$ cat src/hw/rtl/dts_pkg.sv
// Shared constants, types and helpers for the diamond tile slot manager.
// No dependencies.
`default_nettype none
package dts_pkg;

    localparam int RADIUS  = 4;
    localparam int SLOTS   = 41;
    localparam int COORD_W = 16;
    localparam int SLOT_AW = $clog2(SLOTS);
    localparam int SLOT_OW = 6;
    localparam int GRID    = 2 * RADIUS + 1;
    localparam int MAP_N   = GRID * GRID;
    localparam int MAP_IW  = $clog2(MAP_N);
    localparam int GRID_W  = $clog2(GRID);
    localparam int OFS_W   = $clog2(RADIUS + 1) + 1;
    localparam int ENTRY_W = 2 * COORD_W;

    typedef enum logic [2:0] {
        S_IDLE,
        S_FREE,
        S_DRAIN,
        S_SCAN,
        S_FLUSH
    } t_state;

    typedef struct packed {
        logic               v;
        logic [COORD_W-1:0] x;
        logic [COORD_W-1:0] y;
        logic [SLOT_AW-1:0] slot;
    } t_push;

    // Tile offset relative to the centre -> bit of the residency map.
    function automatic logic [MAP_IW-1:0] map_idx(input logic [COORD_W-1:0] dx,
                                                  input logic [COORD_W-1:0] dy);
        logic [COORD_W-1:0] sx;
        logic [COORD_W-1:0] sy;
        sx = dx + COORD_W'(RADIUS);
        sy = dy + COORD_W'(RADIUS);
        return MAP_IW'(MAP_IW'(sx[GRID_W-1:0]) * MAP_IW'(GRID) + MAP_IW'(sy[GRID_W-1:0]));
    endfunction

endpackage
`default_nettype wire

$ cat src/hw/rtl/dts_ram.sv
// Generic simple dual-port RAM, one write and one registered read port.
// No dependencies.
`default_nettype none
module dts_ram #(
    parameter int WIDTH = 32,
    parameter int DEPTH = 41
) (
    input  wire logic                     i_clk,
    input  wire logic                     i_we,
    input  wire logic [$clog2(DEPTH)-1:0] i_waddr,
    input  wire logic [WIDTH-1:0]         i_wdata,
    input  wire logic [$clog2(DEPTH)-1:0] i_raddr,
    output logic      [WIDTH-1:0]         o_rdata
);

    logic [WIDTH-1:0] r_mem [DEPTH];

    always_ff @(posedge i_clk) begin
        if (i_we) begin
            r_mem[i_waddr] <= i_wdata;
        end
        o_rdata <= r_mem[i_raddr];
    end

endmodule
`default_nettype wire

$ cat src/hw/rtl/dts_out.sv
// Result stage: holds one pending result so the final one can carry tlast,
// then an output register toward the stream. Uses dts_pkg.
`default_nettype none
module dts_out (
    input  wire logic                        i_clk,
    input  wire logic                        i_rst_n,
    input  wire dts_pkg::t_push              i_push,
    input  wire logic                        i_flush,
    output logic                             o_rdy,
    output logic                             m_axis_tvalid,
    input  wire logic                        m_axis_tready,
    output logic [39:0]                      m_axis_tdata,
    output logic                             m_axis_tlast
);
    import dts_pkg::*;

    logic  r_pend_v;
    t_push r_pend;
    logic  r_out_v;
    logic  r_out_last;
    logic [COORD_W-1:0] r_out_x;
    logic [COORD_W-1:0] r_out_y;
    logic [SLOT_AW-1:0] r_out_slot;
    logic  mv_ok;

    assign mv_ok = !r_out_v || m_axis_tready;
    assign o_rdy = !r_pend_v || mv_ok;

    always_ff @(posedge i_clk) begin
        if (!i_rst_n) begin
            r_pend_v <= 1'b0;
            r_out_v  <= 1'b0;
        end else begin
            if (r_out_v && m_axis_tready) begin
                r_out_v <= 1'b0;
            end
            if (r_pend_v && mv_ok && (i_push.v || i_flush)) begin
                r_out_v    <= 1'b1;
                r_out_last <= i_flush;
                r_out_x    <= r_pend.x;
                r_out_y    <= r_pend.y;
                r_out_slot <= r_pend.slot;
            end
            if (i_push.v && o_rdy) begin
                r_pend_v <= 1'b1;
                r_pend   <= i_push;
            end else if (i_flush && o_rdy) begin
                r_pend_v <= 1'b0;
            end
        end
    end

    assign m_axis_tvalid = r_out_v;
    assign m_axis_tlast  = r_out_last;
    // tdata: tile_x [15:0], tile_y [31:16], slot [37:32], zero fill
    assign m_axis_tdata  = {2'b00, SLOT_OW'(r_out_slot), r_out_y, r_out_x};

`ifndef SYNTHESIS
    a_no_push_flush: assert property (@(posedge i_clk) disable iff (!i_rst_n)
        !(i_push.v && i_flush)) else $error("push and flush together");
    a_pend_kept: assert property (@(posedge i_clk) disable iff (!i_rst_n)
        (r_pend_v && !o_rdy) |=> r_pend_v) else $error("pending result lost");
    a_out_loaded: assert property (@(posedge i_clk) disable iff (!i_rst_n)
        (r_pend_v && i_flush && mv_ok) |=> (r_out_v && r_out_last))
        else $error("flush did not mark last");
`endif

endmodule
`default_nettype wire

$ cat src/hw/rtl/diamond_tile_slot_manager_unit.sv
// Diamond tile slot manager, top level: control sequencer, slot table RAM
// and used bits. Uses dts_pkg, dts_ram and dts_out.
// Per centre: a slot sweep over all SLOTS entries (S_FREE, S_DRAIN), a scan over the
// 2*RADIUS*(RADIUS+1)+1 diamond points (S_SCAN) and a flush (S_FLUSH).
// A new centre is taken only in S_IDLE, after the flush; output stalls extend the scan.
// Reset (synchronous, active low) empties all slots; RAM contents are not cleared.
`default_nettype none
module diamond_tile_slot_manager_unit (
    input  wire logic        i_clk,
    input  wire logic        i_rst_n,
    input  wire logic        s_axis_tvalid,
    output logic             s_axis_tready,
    input  wire logic [31:0] s_axis_tdata,  // centre_x [15:0], centre_y [31:16]
    output logic             m_axis_tvalid,
    input  wire logic        m_axis_tready,
    output logic [39:0]      m_axis_tdata,  // tile_x [15:0], tile_y [31:16], slot [37:32]
    output logic             m_axis_tlast
);
    import dts_pkg::*;

    t_state r_state, n_state;
    logic [COORD_W-1:0] r_cx, r_cy;
    logic [SLOT_AW-1:0] r_k;
    logic               r_rd_v;
    logic [SLOT_AW-1:0] r_rd_k;
    logic [SLOTS-1:0]   r_used;
    logic [MAP_N-1:0]   r_map;
    logic signed [OFS_W-1:0] r_ox, r_oy;

    logic [ENTRY_W-1:0] rdata;
    logic [COORD_W-1:0] dx, dy;
    logic [COORD_W:0]   ax, ay;
    logic [COORD_W+1:0] dist_sum;
    logic               in_dia;

    logic               free_any;
    logic [SLOT_AW-1:0] free_slot;
    logic [COORD_W-1:0] ox16, oy16, tx, ty;
    logic [MAP_IW-1:0]  pidx;
    logic               step, assign_en, scan_end;
    logic signed [OFS_W-1:0] yr, nox, noy_abs;
    t_push              push;
    logic               flush, out_rdy, accept;

    assign accept        = s_axis_tvalid && s_axis_tready;
    assign s_axis_tready = (r_state == S_IDLE);

    // Sweep check: is the resident tile still inside the new diamond?
    assign dx   = rdata[COORD_W-1:0] - r_cx;
    assign dy   = rdata[ENTRY_W-1:COORD_W] - r_cy;
    assign ax   = dx[COORD_W-1] ? -{1'b1, dx} : {1'b0, dx};
    assign ay   = dy[COORD_W-1] ? -{1'b1, dy} : {1'b0, dy};
    assign dist_sum = {1'b0, ax} + {1'b0, ay};
    assign in_dia = dist_sum <= (COORD_W+2)'(RADIUS);

    always_comb begin
        free_any  = 1'b0;
        free_slot = '0;
        for (int k = SLOTS - 1; k >= 0; k--) begin
            if (!r_used[k]) begin
                free_any  = 1'b1;
                free_slot = SLOT_AW'(k);
            end
        end
    end

    // Scan point
    assign ox16 = {{(COORD_W-OFS_W){r_ox[OFS_W-1]}}, r_ox};
    assign oy16 = {{(COORD_W-OFS_W){r_oy[OFS_W-1]}}, r_oy};
    assign tx   = r_cx + ox16;
    assign ty   = r_cy + oy16;
    assign pidx = map_idx(ox16, oy16);
    assign yr   = OFS_W'(RADIUS) - (r_ox < 0 ? -r_ox : r_ox);
    assign nox  = r_ox + OFS_W'(1);
    assign noy_abs = OFS_W'(RADIUS) - (nox < 0 ? -nox : nox);
    assign scan_end = (r_oy == yr) && (r_ox == OFS_W'(RADIUS));

    // next state
    always_comb begin
        n_state = r_state;
        case (r_state)
            S_IDLE:  if (accept) n_state = S_FREE;
            S_FREE:  if (r_k == SLOT_AW'(SLOTS - 1)) n_state = S_DRAIN;
            S_DRAIN: n_state = S_SCAN;
            S_SCAN:  if (step && scan_end) n_state = S_FLUSH;
            S_FLUSH: if (out_rdy) n_state = S_IDLE;
            default: n_state = S_IDLE;
        endcase
    end

    // outputs of the sequencer
    always_comb begin
        step      = 1'b0;
        assign_en = 1'b0;
        flush     = 1'b0;
        case (r_state)
            S_SCAN: begin
                step      = out_rdy;
                assign_en = out_rdy && !r_map[pidx] && free_any;
            end
            S_FLUSH: flush = 1'b1;
            default: ;
        endcase
    end

    always_comb begin
        push.v    = assign_en;
        push.x    = tx;
        push.y    = ty;
        push.slot = free_slot;
    end

    always_ff @(posedge i_clk) begin
        if (!i_rst_n) begin
            r_state <= S_IDLE;
            r_used  <= '0;
            r_rd_v  <= 1'b0;
        end else begin
            r_state <= n_state;
            r_rd_v  <= (r_state == S_FREE);
            if (r_rd_v && r_used[r_rd_k] && !in_dia) begin
                r_used[r_rd_k] <= 1'b0;
            end
            if (assign_en) begin
                r_used[free_slot] <= 1'b1;
            end
        end
    end

    always_ff @(posedge i_clk) begin
        r_rd_k <= r_k;
        if (accept) begin
            r_cx <= s_axis_tdata[15:0];
            r_cy <= s_axis_tdata[31:16];
            r_k  <= '0;
            r_map <= '0;
            r_ox <= -OFS_W'(RADIUS);
            r_oy <= '0;
        end else begin
            if (r_state == S_FREE) begin
                r_k <= r_k + SLOT_AW'(1);
            end
            if (r_rd_v && r_used[r_rd_k] && in_dia) begin
                r_map[map_idx(dx, dy)] <= 1'b1;
            end
            if (step && !scan_end) begin
                if (r_oy == yr) begin
                    r_ox <= nox;
                    r_oy <= -noy_abs;
                end else begin
                    r_oy <= r_oy + OFS_W'(1);
                end
            end
        end
    end

    // Sweep reads and scan writes never share a phase, so no forwarding.
    dts_ram #(.WIDTH(ENTRY_W), .DEPTH(SLOTS)) u_ram (
        .i_clk   (i_clk),
        .i_we    (assign_en),
        .i_waddr (free_slot),
        .i_wdata ({ty, tx}),
        .i_raddr (r_k),
        .o_rdata (rdata)
    );

    dts_out u_out (
        .i_clk         (i_clk),
        .i_rst_n       (i_rst_n),
        .i_push        (push),
        .i_flush       (flush),
        .o_rdy         (out_rdy),
        .m_axis_tvalid (m_axis_tvalid),
        .m_axis_tready (m_axis_tready),
        .m_axis_tdata  (m_axis_tdata),
        .m_axis_tlast  (m_axis_tlast)
    );

`ifndef SYNTHESIS
    a_idle_quiet: assert property (@(posedge i_clk) disable iff (!i_rst_n)
        (r_state == S_IDLE) |-> !assign_en) else $error("assignment while idle");
    a_assign_free: assert property (@(posedge i_clk) disable iff (!i_rst_n)
        assign_en |=> r_used[$past(free_slot)]) else $error("slot not marked used");
    a_sweep_bound: assert property (@(posedge i_clk) disable iff (!i_rst_n)
        (r_state == S_FREE) |-> (r_k < SLOT_AW'(SLOTS))) else $error("sweep overran");
`endif

endmodule
`default_nettype wire
$ cat config.mk
export PLATFORM = sky130hd
export DESIGN_NAME = diamond_tile_slot_manager_unit
export DESIGN_NICKNAME = d
export VERILOG_FILES = /design/src/hw/rtl/dts_pkg.sv /design/src/hw/rtl/dts_ram.sv /design/src/hw/rtl/dts_out.sv /design/src/hw/rtl/diamond_tile_slot_manager_unit.sv
export SDC_FILE = /design/constraint.sdc
export NUM_CORES = 2
export LEC_CHECK = 0
export BUFFER_PORTS_ARGS = -buffer_cell sky130_fd_sc_hd__buf_2
export CAP_MARGIN = 20
export CELL_PAD_IN_SITES_DETAIL_PLACEMENT = 0
export CELL_PAD_IN_SITES_GLOBAL_PLACEMENT = 2
export CORE_UTILIZATION = 30
export DETAILED_ROUTE_END_ITERATION = 10
export GPL_ROUTABILITY_DRIVEN = 0
export GPL_TIMING_DRIVEN = 0
export HOLD_SLACK_MARGIN = 0.08
export PLACE_DENSITY_LB_ADDON = 0.1
export SLEW_MARGIN = 5
export SYNTH_ARGS = -nofsm -noshare
export SYNTH_HDL_FRONTEND = slang
export SYNTH_SLANG_ARGS = --single-unit
$ cat constraint.sdc
create_clock -name i_clk -period 6.6 [get_ports i_clk]
set_input_delay 1.32 -clock i_clk [delete_from_list [all_inputs] [get_ports i_clk]]
set_output_delay 1.32 -clock i_clk [all_outputs]
set_load 0.05 [all_outputs]
==> flow_summary.yaml <==
outcome:
  status: "complete, no violations"
setup_path:
  cp-start-kind: "flop"
  cp.required_ns: 7.11
  path_class: "flop to flop"
  cp_max_fo: 17
  r2r-start: "r_ox[3]"
  cp.arrival_ns: 6.73
  cpMaxStageDelayCell: "nor2_4"
  crit_path_frequent_cell: "ha_1"
  cp-startpoint: "r_ox[3]"
  cp_cell_sequence: "clkbuf_2 -> inv_1 -> ha_1 -> inv_1 -> ha_1 -> ha_1 -> ha_1 -> xor2_4 -> buf_12 -> mux4_2 -> mux2i_1 -> nand2_1 -> o211a_1 -> nor2_1 -> nand3b_1 -> buf_2 -> nor2_4 -> buf_12"
  cp-end-kind: "flop"
  slowest_delay_ns: 0.72
yosys:
  ys.flop_type: "edfxtp_1"
  yosysSeqAreaShare_pct: 70.1
  yosysWarnings: 0
  ys_top_cells_by_area: "edfxtp_1, mux4_2, dfxtp_1"
  yosys-top-cells-count: "edfxtp_1, mux4_2, nand2_1"
  synth-async-reset-ratio_pct: 0
  netlist_area_sq_mm: 0.0660
  synth.distinct_cells: 80
  yosys.area.top_type_share_pct: 64.6
  synth_cells: 3772
  avgSynthCellArea_sq_um: 17.5
  yosysMostFrequentCell: "edfxtp_1"
  synth_edf_count: 1421
  synth_top_cell_by_area: "edfxtp_1"
  ys_ff_latch: 1601
floorplan:
  initial_core_util_pct: 30.3
  io_pins: 79
  core_area_sq_mm: 0.218
  die_w_um: 471
  rows: 171
  die_h_um: 471
  dieArea_sq_mm: 0.222
placement:
  dp.cells: 6890
  port_buffers: 75
  dp.final_hpwl_um: 148000
detailed_routing:
  ant_nets: 0
  drt_iter0_drc: 3096
  vias: 36268
  drt_drc_violations_left: 0
  viasPerCell: 5.00
  dr.pass1.iters: 6
  wire_per_inst_um: 28.5
  routed_wl_um: 206000
pwr:
  cellInternalPower_mw: 19.8
  combPwrFrac_pct: 27.2
  p_clk_share_pct: 33.8
  seqPwrFrac_pct: 39.0
  ir_drop_uv: 264
  power_mw: 28.8
  p_sw_share_pct: 31.5
  p_leak_nw: 25.3
  p_switching_mw: 9.09
  powerDensity_mw_per_mm2: 364
hold_path:
  hold_start: "r_k[4]"
  min_path_type: "flop to flop"
clocking:
  htree_levels: 4
  ctsLongestPathBuffers: 3
  cts_tree: "done"
  path_clk_slew_ns: 0.06
  clk_latency_ns: 0.84
  root_buffer: "clkbuf_16"
  cts_buffers: 179
  clkSinkCount: 1601
global_route:
  grt_start_max_net_pins: 43
  grt_pass1_wl_um: 292000
  overflow: 0
  grt_pass1_vias: 37472
  antenna_found_initial: 21
  grt_usage_pct: 18.6
timing:
  fin_crit_ns: 6.22
  worst_pin_slew_ns: 1.18
  maxSlewHeadroom_pct: 21.1
  fmax_ghz: 0.161
  final_hold_viol_count: 0
  rsz0062_at_grt: "false"
  finalMaxSlewViolations: 0
  setup_viol: 0
  fin_crit_sh_pct: 94.3
  skew_ns: 0.0516
  tns_ns: 0
finish:
  instances_no_fill: 7251
  n_fill_cell: 20414
  nNetsFinal: 4389
  seq_area_sq_mm: 0.0463
  multiInputGateArea_sq_mm: 0.0194
  drive_above_1_share_pct: 24.3
  areaGrowthSynthToFinish_pct: 20.0
run:
  maxCapViolCount: 0
-- kinds of logic after synthesis --
| logic type | share of synthesized area (%) |
|---|---|
| XOR/XNOR | 1.43 |
| multiplexers | 15.1 |
| flip-flops | 70.1 |
| buffers and inverters | 1.64 |
| AO/OA/AOI/OAI | 4.75 |
| AND/OR/NAND/NOR | 4.64 |
| adder cells (fa/ha/maj) | 2.32 |
| other | 0.00568 |
-- flip-flops by register name, indices dropped and copies added, names as in the netlist --
signal	cells
u_out.r_out_x	16
u_out.r_out_y	16
r_state	3
u_out.r_pend	38
r_cy	16
r_used	41
u_ram.r_mem	1312
r_rd_k	6
r_k	6
u_out.r_pend_v	1
r_map	81
u_ram.o_rdata	32
u_out.r_out_slot	6
u_out.m_axis_tvalid	1
r_rd_v	1
r_cx	16
u_out.m_axis_tlast	1
r_ox	4
r_oy	4
-- through the flow --
step / hold slack, ns / setup WS (ns) / util, % / area [sq um]
floorplan: 0.329 / -0.165 / - / 66100
global placement: 0.371 / -5.26 / 32.1 / 70000
detailed placement: 0.366 / -1.34 / 33.6 / 73100
CTS: 0.375 / 0.000734 / 36.2 / 79000
global route: 0.380 / 0.0176 / 36.3 / 79200
finish: 0.372 / 0.377 / 36.3 / 79200
-- critical path: cells and delay by family (launching register included) --
kind | cells | cell delay, ns
DFF | 1 | 0.51
and+or+nand+nor | 4 | 1.41
AOI/OAI and AO/OA | 1 | 0.19
buffers and inverters | 6 | 1.33
xor gates and xnor gates | 1 | 0.19
adders and majority gates | 4 | 1.38
muxes | 2 | 0.84
-- layout make-up --
class	instances	area share, %
flip-flops and latches	1601	58.4
diodes	15	0.0474
clock buffers	244	6.09
repair buffers	279	3.96
clock inverters	84	1.09
multi-input cells	1896	24.5
well taps	2854	4.51
inverters	101	0.478
plain buffers	177	0.917
-- routing by layer --
metal,part of all wire [%],vias to the layer above,GRT usage (%)
met5,0,-,0
met4,2.2,0,4.89
met3,4.2,243,3.01
met2,49,788,30.7
met1,45,19139,25.4
li1,-,16098,-
-- path summary, 6_finish.rpt --
kind                          to  slack [ns]  depth (start not counted)
min                    r_rd_k[4]        0.37                          0
min reg2reg            r_rd_k[4]        0.37                          0
max reg2reg  u_ram.r_mem[13][20]        0.38                         18
max          u_ram.r_mem[13][20]        0.38                         18
-- cell usage in the layout, fill, tap and decap left out, types with 15 or more instances in the layout --
cell type / instances
nand3_1: 79
xnor2_1: 54
nor3_1: 32
clkbuf_1: 166
ha_1: 109
nor2_1: 88
o22ai_1: 24
mux2i_1: 78
clkbuf_16: 183
edfxtp_1: 1421
o32ai_1: 20
a21o_1: 19
buf_12: 33
o21ai_0: 210
clkinv_2: 18
clkinv_1: 38
xnor2_2: 18
buf_2: 93
buf_6: 65
a21oi_1: 111
nand4_1: 22
diode_2: 15
nand2b_1: 17
buf_1: 36
inv_1: 96
nor2_4: 31
buf_8: 40
nand2_1: 272
dfxtp_1: 179
buf_4: 55
mux4_2: 406
nor2b_1: 22
xor2_1: 31
-- power by group through the flow --
stage | Combinational (mW) | Clock [mW] | Sequential [mW]
floorplan | 5.05 | 0 | 11.4
global placement | 7.61 | 0 | 11.5
detailed placement | 7.77 | 0 | 11.5
CTS | 7.88 | 10.1 | 11.3
global route | 8.58 | 10.4 | 11.3
finish | 7.85 | 9.75 | 11.3
-- timing repair --
action,4_1_cts,5_1_grt
pin swaps,8,3
setup buffers,6,3
endpoints found under the hold margin,0,0
gates resized for setup,22,24
hold buffers,0,0
setup endpoints to repair,1383,208
(Power assumes the default switching activity.)
